File: config.mk
export PLATFORM = sky130hd
export DESIGN_NAME = grmt_div
export DESIGN_NICKNAME = d
export VERILOG_FILES = /design/src/hdl/grid_ray_march_threshold_stop_macros.svh /design/src/hdl/grmt_pkg.sv /design/src/hdl/grmt_div.sv
export SDC_FILE = /design/constraint.sdc
export NUM_CORES = 1
export LEC_CHECK = 0
export BUFFER_PORTS_ARGS = -buffer_cell sky130_fd_sc_hd__clkbuf_2
export CAP_MARGIN = 20
export CORE_ASPECT_RATIO = 1.2
export CORE_MARGIN = 5
export CORE_UTILIZATION = 40
export CTS_BUF_LIST = sky130_fd_sc_hd__clkbuf_4
export DETAILED_ROUTE_END_ITERATION = 8
export GPL_TIMING_DRIVEN = 0
export PLACE_DENSITY = 0.73
export SLEW_MARGIN = 40
export SYNTH_ARGS = -nofsm -noshare
export SYNTH_HDL_FRONTEND = slang
export SYNTH_SLANG_ARGS = --single-unit
File: constraint.sdc
create_clock -name clk -period 2.95 [get_ports clk]
set_input_delay 0.59 -clock clk [delete_from_list [all_inputs] [get_ports clk]]
set_output_delay 0.59 -clock clk [all_outputs]
set_load 0.02 [all_outputs]
File: src/hdl/grid_ray_march_threshold_stop_macros.svh
// Assertion macros for the grid ray march block.
`ifndef GRID_RAY_MARCH_THRESHOLD_STOP_MACROS_SVH
`define GRID_RAY_MARCH_THRESHOLD_STOP_MACROS_SVH
`ifndef SYNTHESIS
`define GRMT_ASSERT(label, prop, msg) \
  label: assert property (@(posedge clk) disable iff (!rst_n) (prop)) else $error(msg);
`define GRMT_ASSERT_NEXT(label, pre, post, msg) \
  label: assert property (@(posedge clk) disable iff (!rst_n) (pre) |=> (post)) else $error(msg);
`else
`define GRMT_ASSERT(label, prop, msg)
`define GRMT_ASSERT_NEXT(label, pre, post, msg)
`endif
`endif

File: src/hdl/grmt_pkg.sv
// Shared types and constants of the grid ray march block.
package grmt_pkg;
  localparam logic OP_WRITE = 1'b0;
  localparam logic OP_TRACE = 1'b1;

  localparam logic [2:0] REG_ORIGIN_X   = 3'd0;
  localparam logic [2:0] REG_ORIGIN_Y   = 3'd1;
  localparam logic [2:0] REG_CELL_EDGE  = 3'd2;
  localparam logic [2:0] REG_THRESHOLD  = 3'd3;
  localparam logic [2:0] REG_CELLS_WIDE = 3'd4;
  localparam logic [2:0] REG_CELLS_HIGH = 3'd5;

  localparam int NUM_W = 33;
  localparam int DEN_W = 31;
  localparam int ADDR_W = 16;

  typedef struct packed {
    logic              done;
    logic [NUM_W-1:0]  quo;
    logic [DEN_W-1:0]  rem;
  } div_res_t;
endpackage

File: src/hdl/grmt_div.sv
// Restoring divider, one quotient bit per cycle.
module grmt_div (
  input  logic                          clk,
  input  logic                          rst_n,
  input  logic                          start,
  input  logic [grmt_pkg::NUM_W-1:0]    num,
  input  logic [grmt_pkg::DEN_W-1:0]    den,
  output grmt_pkg::div_res_t            res
);
  logic                          busy_r;
  logic                          done_r;
  logic [5:0]                    cnt_r;
  logic [31:0]                   rem_r;
  logic [grmt_pkg::NUM_W-1:0]    quo_r;
  logic [grmt_pkg::DEN_W-1:0]    den_r;
  logic [31:0]                   sh;
  logic                          ge;

  assign sh = {rem_r[30:0], quo_r[grmt_pkg::NUM_W-1]};
  assign ge = sh >= {1'b0, den_r};

  always_ff @(posedge clk) begin
    if (!rst_n) begin
      busy_r <= 1'b0;
      done_r <= 1'b0;
      cnt_r  <= '0;
    end else begin
      done_r <= 1'b0;
      if (start) begin
        busy_r <= 1'b1;
        cnt_r  <= 6'(grmt_pkg::NUM_W - 1);
        rem_r  <= '0;
        quo_r  <= num;
        den_r  <= den;
      end else if (busy_r) begin
        rem_r <= ge ? (sh - {1'b0, den_r}) : sh;
        quo_r <= {quo_r[grmt_pkg::NUM_W-2:0], ge};
        if (cnt_r == '0) begin
          busy_r <= 1'b0;
          done_r <= 1'b1;
        end
        cnt_r <= cnt_r - 6'd1;
      end
    end
  end

  assign res.done = done_r;
  assign res.quo  = quo_r;
  assign res.rem  = rem_r[grmt_pkg::DEN_W-1:0];
endmodule

# [Word level (Yosys, flattened, before mapping)]
# Cells that the tools add are included.
# W data, S select, Z words.
[word_totals] ff_bits=103 latchBits=0 ramBits=0 rom_bits=0 inputBits=67 elab_cells=28 mem_count=0
[op_classes] addsub=2 n_mul=0 div=0 magnitude_cmp=1 eq_ne=0 n_shift=0 n_mux=10 bitwise=2 reduce_logical=6
[ops] operator="$mux W33" count=2
[ops] operator="$mux W31" count=2
[ops] operator="$ge A32 B31 Y1" count=1
[ops] operator="$sub A31 B31 Y31" count=1
[ops] operator="$mux W6" count=2
[ops] operator="$logic_not A6 Y1" count=1
[ops] operator="$sub A6 B1 Y6 const B" count=1
[ops] operator="$mux W1" count=4
[ops] operator="$reduce_and A2 Y1" count=2
[ops] operator="$reduce_or A3 Y1" count=1
[ops] operator="$not A1 Y1" count=2
[ops] operator="$reduce_bool A2 Y1" count=1
[ops] operator="$reduce_or A2 Y1" count=1

# [Longest topological paths before layout]
# Gate-level depths: netlist (run 1).
[logic_depth] depth_word=4 depth_mapped=13 depth_no_buf=11

# [Worst setup path before layout (run 1)]
# Ideal clock, no wire load.
[synth_path] kind="input to register" start="input port start" end="register quo_r[0] (netlist bit) (enable)" setup_ns=0.427 arrival_ns=2.373 required_time_ns=2.523 path_slack_ns=0.149 path_stages=2 path_cell_list="clkbuf_1 o21a_1"
[synth_via] elab_chain_cells=2
[synth_lines] item="from (decl)" line_no="grmt_div.sv:5" rtl="input logic start,"
[synth_lines] item="$reduce_bool A2 Y1 (no line)"
[synth_lines] item="$reduce_and A2 Y1 (no line)"
[synth_lines] item="to (signal assigned)" line_no="grmt_div.sv:33" rtl="quo_r <= num;"
[synth_lines] item="to (signal assigned)" line_no="grmt_div.sv:37" rtl="quo_r <= {quo_r[grmt_pkg::NUM_W-2:0], ge};"
[synth_lines] item="to (decl)" line_no="grmt_div.sv:14" rtl="logic [grmt_pkg::NUM_W-1:0] quo_r;"
# Every way passes these cells.
# A chain may end at the register's enable or synchronous reset.

# [Worst setup path after layout (run 1)]
[layout_path] start="register rem_r[19]" end="register rem_r[30], data pin"
[layout_via] elab_chain_cells=3 elab_cells_between_ends=4 classes_between="1 x add/sub; 1 x order compare; 2 x mux"
[layout_lines] item="from (decl)" line_no="grmt_div.sv:13" rtl="logic [31:0] rem_r;"
[layout_lines] item="from (signal assigned)" line_no="grmt_div.sv:36" rtl="rem_r <= ge ? (sh - {1'b0, den_r}) : sh;"
[layout_lines] item="$sub A31 B31 Y31 or $ge A32 B31 Y1 (tied branches)" line_no="grmt_div.sv:36, grmt_div.sv:20"
[layout_lines] item="$mux W31 *" line_no="grmt_div.sv:36"
[layout_lines] item="$mux W31 *" line_no="grmt_div.sv:35" rtl="end else if (busy_r) begin"
# Mark *: on every way between the ends. The rest lies on a longest branch, timed or not. The select of a mux whose other input is x is not followed.

==> flow_metrics.env, run 1 <==
export IMPL_layout_min_cycle_time_ns=2.823
export IMPL_die_area_um2=17640
export IMPL_slew_violations=0
export IMPL_intPower_mw=2.502
export IMPL_grt_pass1_vias=4849
export IMPL_numPortBuffers=131
export IMPL_synth_area_top_cells="edfxtp_1, ha_1, mux2_2, a21oi_1, nand2_1"
export IMPL_synth_most_common_cell="edfxtp_1"
export IMPL_ys_ff_latch=103
export IMPL_cap_violations=0
export IMPL_clockPowerShare=0.203
export IMPL_min_path_type="in2reg"
export IMPL_wl_per_cell_um=16.50
export IMPL_place_area_um2=6969
export IMPL_rsz0062_at_grt="no"
export IMPL_coreArea_um2=14900
export IMPL_cts_max_path_buffers=2
export IMPL_ctsHoldBuffers=0
export IMPL_wl_met3_mm=1.193
export IMPL_die_w_um=122.1
export IMPL_antennaDiodeCount=0
export IMPL_synth_main_ff_cell="edfxtp_1"
export IMPL_critPathLaunchType="flip-flop"
export IMPL_insertion_delay_ns=0.49
export IMPL_crit_arrival_ns=3.05
export IMPL_vias=4721
export IMPL_relSlewSlack=0.5107
export IMPL_drtPass1Iterations=4
export IMPL_cts_root_buf="clkbuf_4"
export IMPL_highest_layer="met4"
export IMPL_wirelength_mm=14.98
export IMPL_io_pins=132
export IMPL_cts_tree="done"
export IMPL_wl_met1_mm=6.235
export IMPL_whs_ns=0.2549
export IMPL_cpMaxStageDelayCell="edfxtp_1"
export IMPL_fp_row_count=49
export IMPL_critPathTopFamily="simple AND/OR/NAND/NOR gates"
export IMPL_synth_area_um2=6031
export IMPL_switching_share=0.3377
export IMPL_tightest_slew_ns=0.7340
export IMPL_drive_gt1_frac=0.3153
export IMPL_seq_power_share=0.480
export IMPL_syn_area_per_cell_um2=10.85
export IMPL_dieHeight_um=144.5
export IMPL_track_usage=0.1730
export IMPL_antenna_found_initial=0
export IMPL_drtIter0Drc=219
export IMPL_grt_overflow_total=0
export IMPL_async_reset_ff_frac=0
export IMPL_finalSetupViolCount=0
export IMPL_place_congestion=0.9269
export IMPL_yosysWarnings=0
export IMPL_p_switching_mw=1.276
export IMPL_synth_seq_area_share=0.4996
export IMPL_postSynthCellCount=556
export IMPL_post_route_period_util=0.9568
export IMPL_tns_ns=0
export IMPL_worstPathRequired_ns=3.18
export IMPL_grt_pass1_wl_mm=23.80
export IMPL_critical_path_max_stage_delay_ns=0.46
export IMPL_viasPerCell=5.199
export IMPL_ant_nets=0
export IMPL_clock_skew_ns=0.02642
export IMPL_power_leakage_nw=2.995
export IMPL_crit_fanout=6
export IMPL_critical_path_class="reg2reg"
export IMPL_dpl_hpwl_mm=11.37
export IMPL_initial_core_util=0.4048
export IMPL_grt_max_degree=39
export IMPL_run_status="finished, final reports clean"
export IMPL_clk_pin_slew_ns=0.17
export IMPL_synth_top_area_frac=0.4730
export IMPL_nFillCells=1408
export IMPL_fin_nets=800
export IMPL_fin_util=0.4818
export IMPL_fmax_mhz=354.3
export IMPL_layout_area_overhead_vs_synth_pct=19.02
export IMPL_synth_common_cells="edfxtp_1, nand2_1, a21oi_1"
export IMPL_critPathBufInv=0
export IMPL_cp_end_kind="flip-flop"
export IMPL_p_comb_frac=0.318
export IMPL_route_met2_wl_mm=7.196
export IMPL_synth_cell_types=66
export IMPL_powerDensity_nw_per_um2=526.2
export IMPL_worstPathCellList="ha_1, and3_1, and2_1, a221oi_2, o211a_1, a21boi_2, or4_1, nand3_1, a21oi_1"
export IMPL_route_detailed_drc=0
export IMPL_max_vdd_ir_drop_uv=341.1
export IMPL_synth_edff_count=95
export IMPL_final_cell_area_um2=7178
export IMPL_numCtsBuffers=9
export IMPL_finalHoldViolCount=0
export IMPL_synth_top_cell_by_area="edfxtp_1"
export IMPL_synth_nets=657
export IMPL_htreeDepth=3
export IMPL_cts_num_sinks=103
layout by cell type (no fill, tap or decap), drive strengths merged, types with 5 or more instances in the layout:
cell type / n
ha: 33
inv: 41
xnor2: 15
nand2: 53
nand3: 14
dfxtp: 8
a211oi: 11
nor2: 24
a21oi: 52
and3: 9
and2: 7
xor2: 9
edfxtp: 95
o21ai: 21
clkbuf: 153
a31oi: 5
o21a: 7
nand4: 12
a21o: 9
nand2b: 8
nor3: 7
buf: 17
mux2: 33
power by group through the flow:
stage	clock [mW]	combinational, mW	sequential, mW
6_report	0.765	1.20	1.81
5_1_grt	0.852	1.33	1.83
4_1_cts	0.781	1.17	1.81
3_5_place_dp	0	1.16	1.85
3_3_place_gp	0	1.15	1.85
2_1_floorplan	0	0.751	1.93
worst reg2reg max path, stage by stage (launching register included):
cell      delay [ns]
edfxtp_1        0.46
ha_1            0.41
and3_1          0.30
and2_1          0.19
a221oi_2        0.27
o211a_1         0.25
a21boi_2        0.08
or4_1           0.46
nand3_1         0.09
a21oi_1         0.06
area by class of cell:
class                           count  area [µm²]  area share
Sequential cell                   103        3013      0.4197
Multi-Input combinational cell    386        2791      0.3889
Timing Repair Buffer              134       690.7     0.09622
Tap cell                          204       255.2     0.03556
Inverter                           39       146.4     0.02039
Buffer                             26       138.9     0.01935
Clock buffer                       10       75.07     0.01046
Clock inverter                      6       67.56    0.009413
cells by family (layout without fill, tap and decap cells):
family          count (synthesis)  in the layout  share of synthesized area
flops                         103            103                     0.4996
fa+ha+maj                      34             34                    0.07179
simple gates                  165            165                     0.1471
compound gates                129            129                     0.1367
xor+xnor                       24             24                    0.03486
buf+inv                        67            215                    0.04668
mux                            34             34                    0.06328
stage by stage:
step           std cells  worst slack [ns]  power [mW]
2_1_floorplan        556            0.1494       2.678
3_3_place_gp         891            -1.023       2.994
3_5_place_dp         892          -0.05156       3.007
4_1_cts              908         0.0009046       3.768
5_1_grt              908          0.006753       4.005
6_report             908            0.1273       3.777
layer usage:
layer,track usage,vias to the layer above
li1,-,2343
met1,0.2047,2214
met2,0.2963,140
met3,0.05399,24
met4,0.06368,0
met5,0,-
worst paths after layout:
check / start / endpoint / slack [ns] / depth (start not counted)
worst max-delay path: rem_r[19] / rem_r[30] / 0.13 / 9
worst min-delay path: den[6] / den_r[6] / 0.25 / 1
worst max register to register: rem_r[19] / rem_r[30] / 0.13 / 9
worst min register to register: cnt_r[0] / cnt_r[0] / 0.49 / 2
state kept, by name, summed over array words and instances (netlist names):
signal and count:
quo_r 33, den_r 31, rem_r 31, cnt_r 6, busy_r 1, done_r 1
what timing repair did:
item	in CTS	in global routing
pin swaps	0	4
gates resized for setup	1	18
buffers inserted	0	2
endpoints found under the setup margin	20	29
(Power assumes the default switching activity.)
==> run 2: changes to the inputs <==
--- a/config.mk
+++ b/config.mk
@@ -7,13 +7,15 @@
 export LEC_CHECK = 0
 export BUFFER_PORTS_ARGS = -buffer_cell sky130_fd_sc_hd__clkbuf_2
 export CAP_MARGIN = 20
+export CELL_PAD_IN_SITES_DETAIL_PLACEMENT = 2
+export CELL_PAD_IN_SITES_GLOBAL_PLACEMENT = 2
 export CORE_ASPECT_RATIO = 1.2
 export CORE_MARGIN = 5
-export CORE_UTILIZATION = 40
+export CORE_UTILIZATION = 32
 export CTS_BUF_LIST = sky130_fd_sc_hd__clkbuf_4
 export DETAILED_ROUTE_END_ITERATION = 8
 export GPL_TIMING_DRIVEN = 0
-export PLACE_DENSITY = 0.73
+export PLACE_DENSITY_LB_ADDON = 0.1
 export SLEW_MARGIN = 40
 export SYNTH_ARGS = -nofsm -noshare
 export SYNTH_HDL_FRONTEND = slang
==> flow_metrics.env, run 2 (synthesis gave the netlist of run 1 again) <==
export IMPL_cap_violations=0
export IMPL_place_area_um2=7034
export IMPL_grt_overflow_total=0
export IMPL_cts_tree="done"
export IMPL_power_leakage_nw=3.054
export IMPL_nFillCells=2079
export IMPL_tightest_slew_ns=0.8528
export IMPL_insertion_delay_ns=0.49
export IMPL_grt_pass1_vias=5546
export IMPL_cts_max_path_buffers=2
export IMPL_final_cells=968
export IMPL_layout_common_cells="clkbuf_2, edfxtp_1, nand2_1, a21oi_1, inv_1"
export IMPL_r2r_start="rem_r[15]"
export IMPL_critPathLaunchType="flip-flop"
export IMPL_place_congestion=0.7997
export IMPL_seq_area_um2=3013
export IMPL_initial_core_util=0.3222
export IMPL_r2r_slack_ns=0.11
export IMPL_track_usage=0.1721
export IMPL_critical_path_class="reg2reg"
export IMPL_hp_start="den[3]"
export IMPL_fp_row_count=55
export IMPL_whs_ns=0.2561
export IMPL_whs_path_depth=1
export IMPL_htreeDepth=3
export IMPL_grt_pass1_wl_mm=29.77
export IMPL_layout_commonest_cell="clkbuf_2"
export IMPL_post_route_period_util=0.9624
export IMPL_min_to="den_r[3]"
export IMPL_die_w_um=135.3
export IMPL_slew_violations=0
export IMPL_clk_pin_slew_ns=0.19
export IMPL_coreArea_um2=18720
export IMPL_layout_min_cycle_time_ns=2.839
export IMPL_powerDensity_nw_per_um2=542.9
export IMPL_ant_nets=0
export IMPL_finalSetupViolCount=0
export IMPL_dp_cells=944
export IMPL_io_pins=132
export IMPL_largest_register="quo_r"
export IMPL_crit_fanout=6
export IMPL_drtIter0Drc=147
export IMPL_power_mw=4.039
export IMPL_route_detailed_drc=0
export IMPL_relSlewSlack=0.4315
export IMPL_layout_area_overhead_vs_synth_pct=23.36
export IMPL_vias=4892
export IMPL_min_path_type="in2reg"
export IMPL_final_cell_area_um2=7440
export IMPL_drive_gt1_frac=0.3446
export IMPL_numCtsBuffers=9
export IMPL_die_area_um2=21700
export IMPL_clock_skew_ns=0.02820
export IMPL_fin_nets=807
export IMPL_reg_top3="quo_r x33, den_r x31, rem_r x31"
export IMPL_reg2reg_to="rem_r[25]"
export IMPL_wl_per_cell_um=18.94
export IMPL_multi_input_area_um2=2888
export IMPL_drtPass1Iterations=4
export IMPL_cp_end_kind="flip-flop"
export IMPL_tns_ns=0
export IMPL_fmax_mhz=352.2
export IMPL_worstPathRequired_ns=3.28
export IMPL_cts_num_sinks=103
export IMPL_max_vdd_ir_drop_uv=264.6
export IMPL_wirelength_mm=18.34
export IMPL_run_status="finished, final reports clean"
export IMPL_numPortBuffers=131
export IMPL_largest_register_ffs=33
export IMPL_dpl_hpwl_mm=14.10
export IMPL_antenna_found_initial=1
export IMPL_finalHoldViolCount=0
export IMPL_cts_root_buf="clkbuf_4"
export IMPL_crit_arrival_ns=3.17
export IMPL_reg2reg_depth=9
export IMPL_dieHeight_um=160.4
export IMPL_grt_max_degree=39
export IMPL_ctsHoldBuffers=0
export IMPL_viasPerCell=5.054
## run 2: power breakdown
part	switching (mW)	internal (mW)	leakage, nW
Combinational	0.783	0.518	1.99
Sequential	0.0708	1.75	0.970
Clock	0.557	0.365	0.0934
## run 2: worst max-delay path by stage
| stage | to | cells after the start | slack, ns | startpoint |
|---|---|---|---|---|
| after floorplan | quo_r[0] | 2 | 0.15 | start |
| after global placement | rem_r[6] | 3 | -1.17 | start |
| after detailed placement | den_r[7] | 5 | -0.39 | start |
| after CTS | rem_r[22] | 11 | 0.005 | quo_r[32] |
| after global routing | rem_r[25] | 9 | -0.03 | rem_r[15] |
| final | rem_r[25] | 9 | 0.11 | rem_r[15] |
## run 2: final cells by class
class                      instances  area share
antenna                            1   0.0003364
buffer                            24     0.01732
clock buffer                       9    0.009082
clock inverter                     7     0.01547
inverter                          39     0.01968
multi-input combinational        386      0.3882
sequential                       103      0.4050
tap                              256     0.04305
timing repair buffer             143      0.1019
## run 2: timing repair
item	4_1_cts	5_1_grt
resized for setup	11	27
setup buffers	0	11
cloned	0	0
pin swaps	1	6
endpoints found under the setup margin	31	32
## run 2: critical path: stages (launching register included)
cell and delay [ns]:
edfxtp_1 0.46, ha_1 0.40, a21oi_1 0.23, o21ai_2 0.11
or3_4 0.39, nor3_4 0.33, nor4b_2 0.11, o21ai_1 0.15
or3b_1 0.36, a21oi_1 0.16
## run 2: per-layer routing
layer | track usage | part of all wire
met1 | 0.2031 | 0.42
met2 | 0.3012 | 0.51
met3 | 0.04981 | 0.058
met4 | 0.05225 | 0.016
met5 | 0 | 0
## run 2: per-stage QoR
stage	util	setup WS (ns)
5_1_grt	0.3975	-0.03157
3_3_place_gp	0.3743	-1.173
3_5_place_dp	0.3758	-0.3879
2_1_floorplan	-	0.1494
4_1_cts	0.3872	0.004637
6_report	0.3975	0.1109
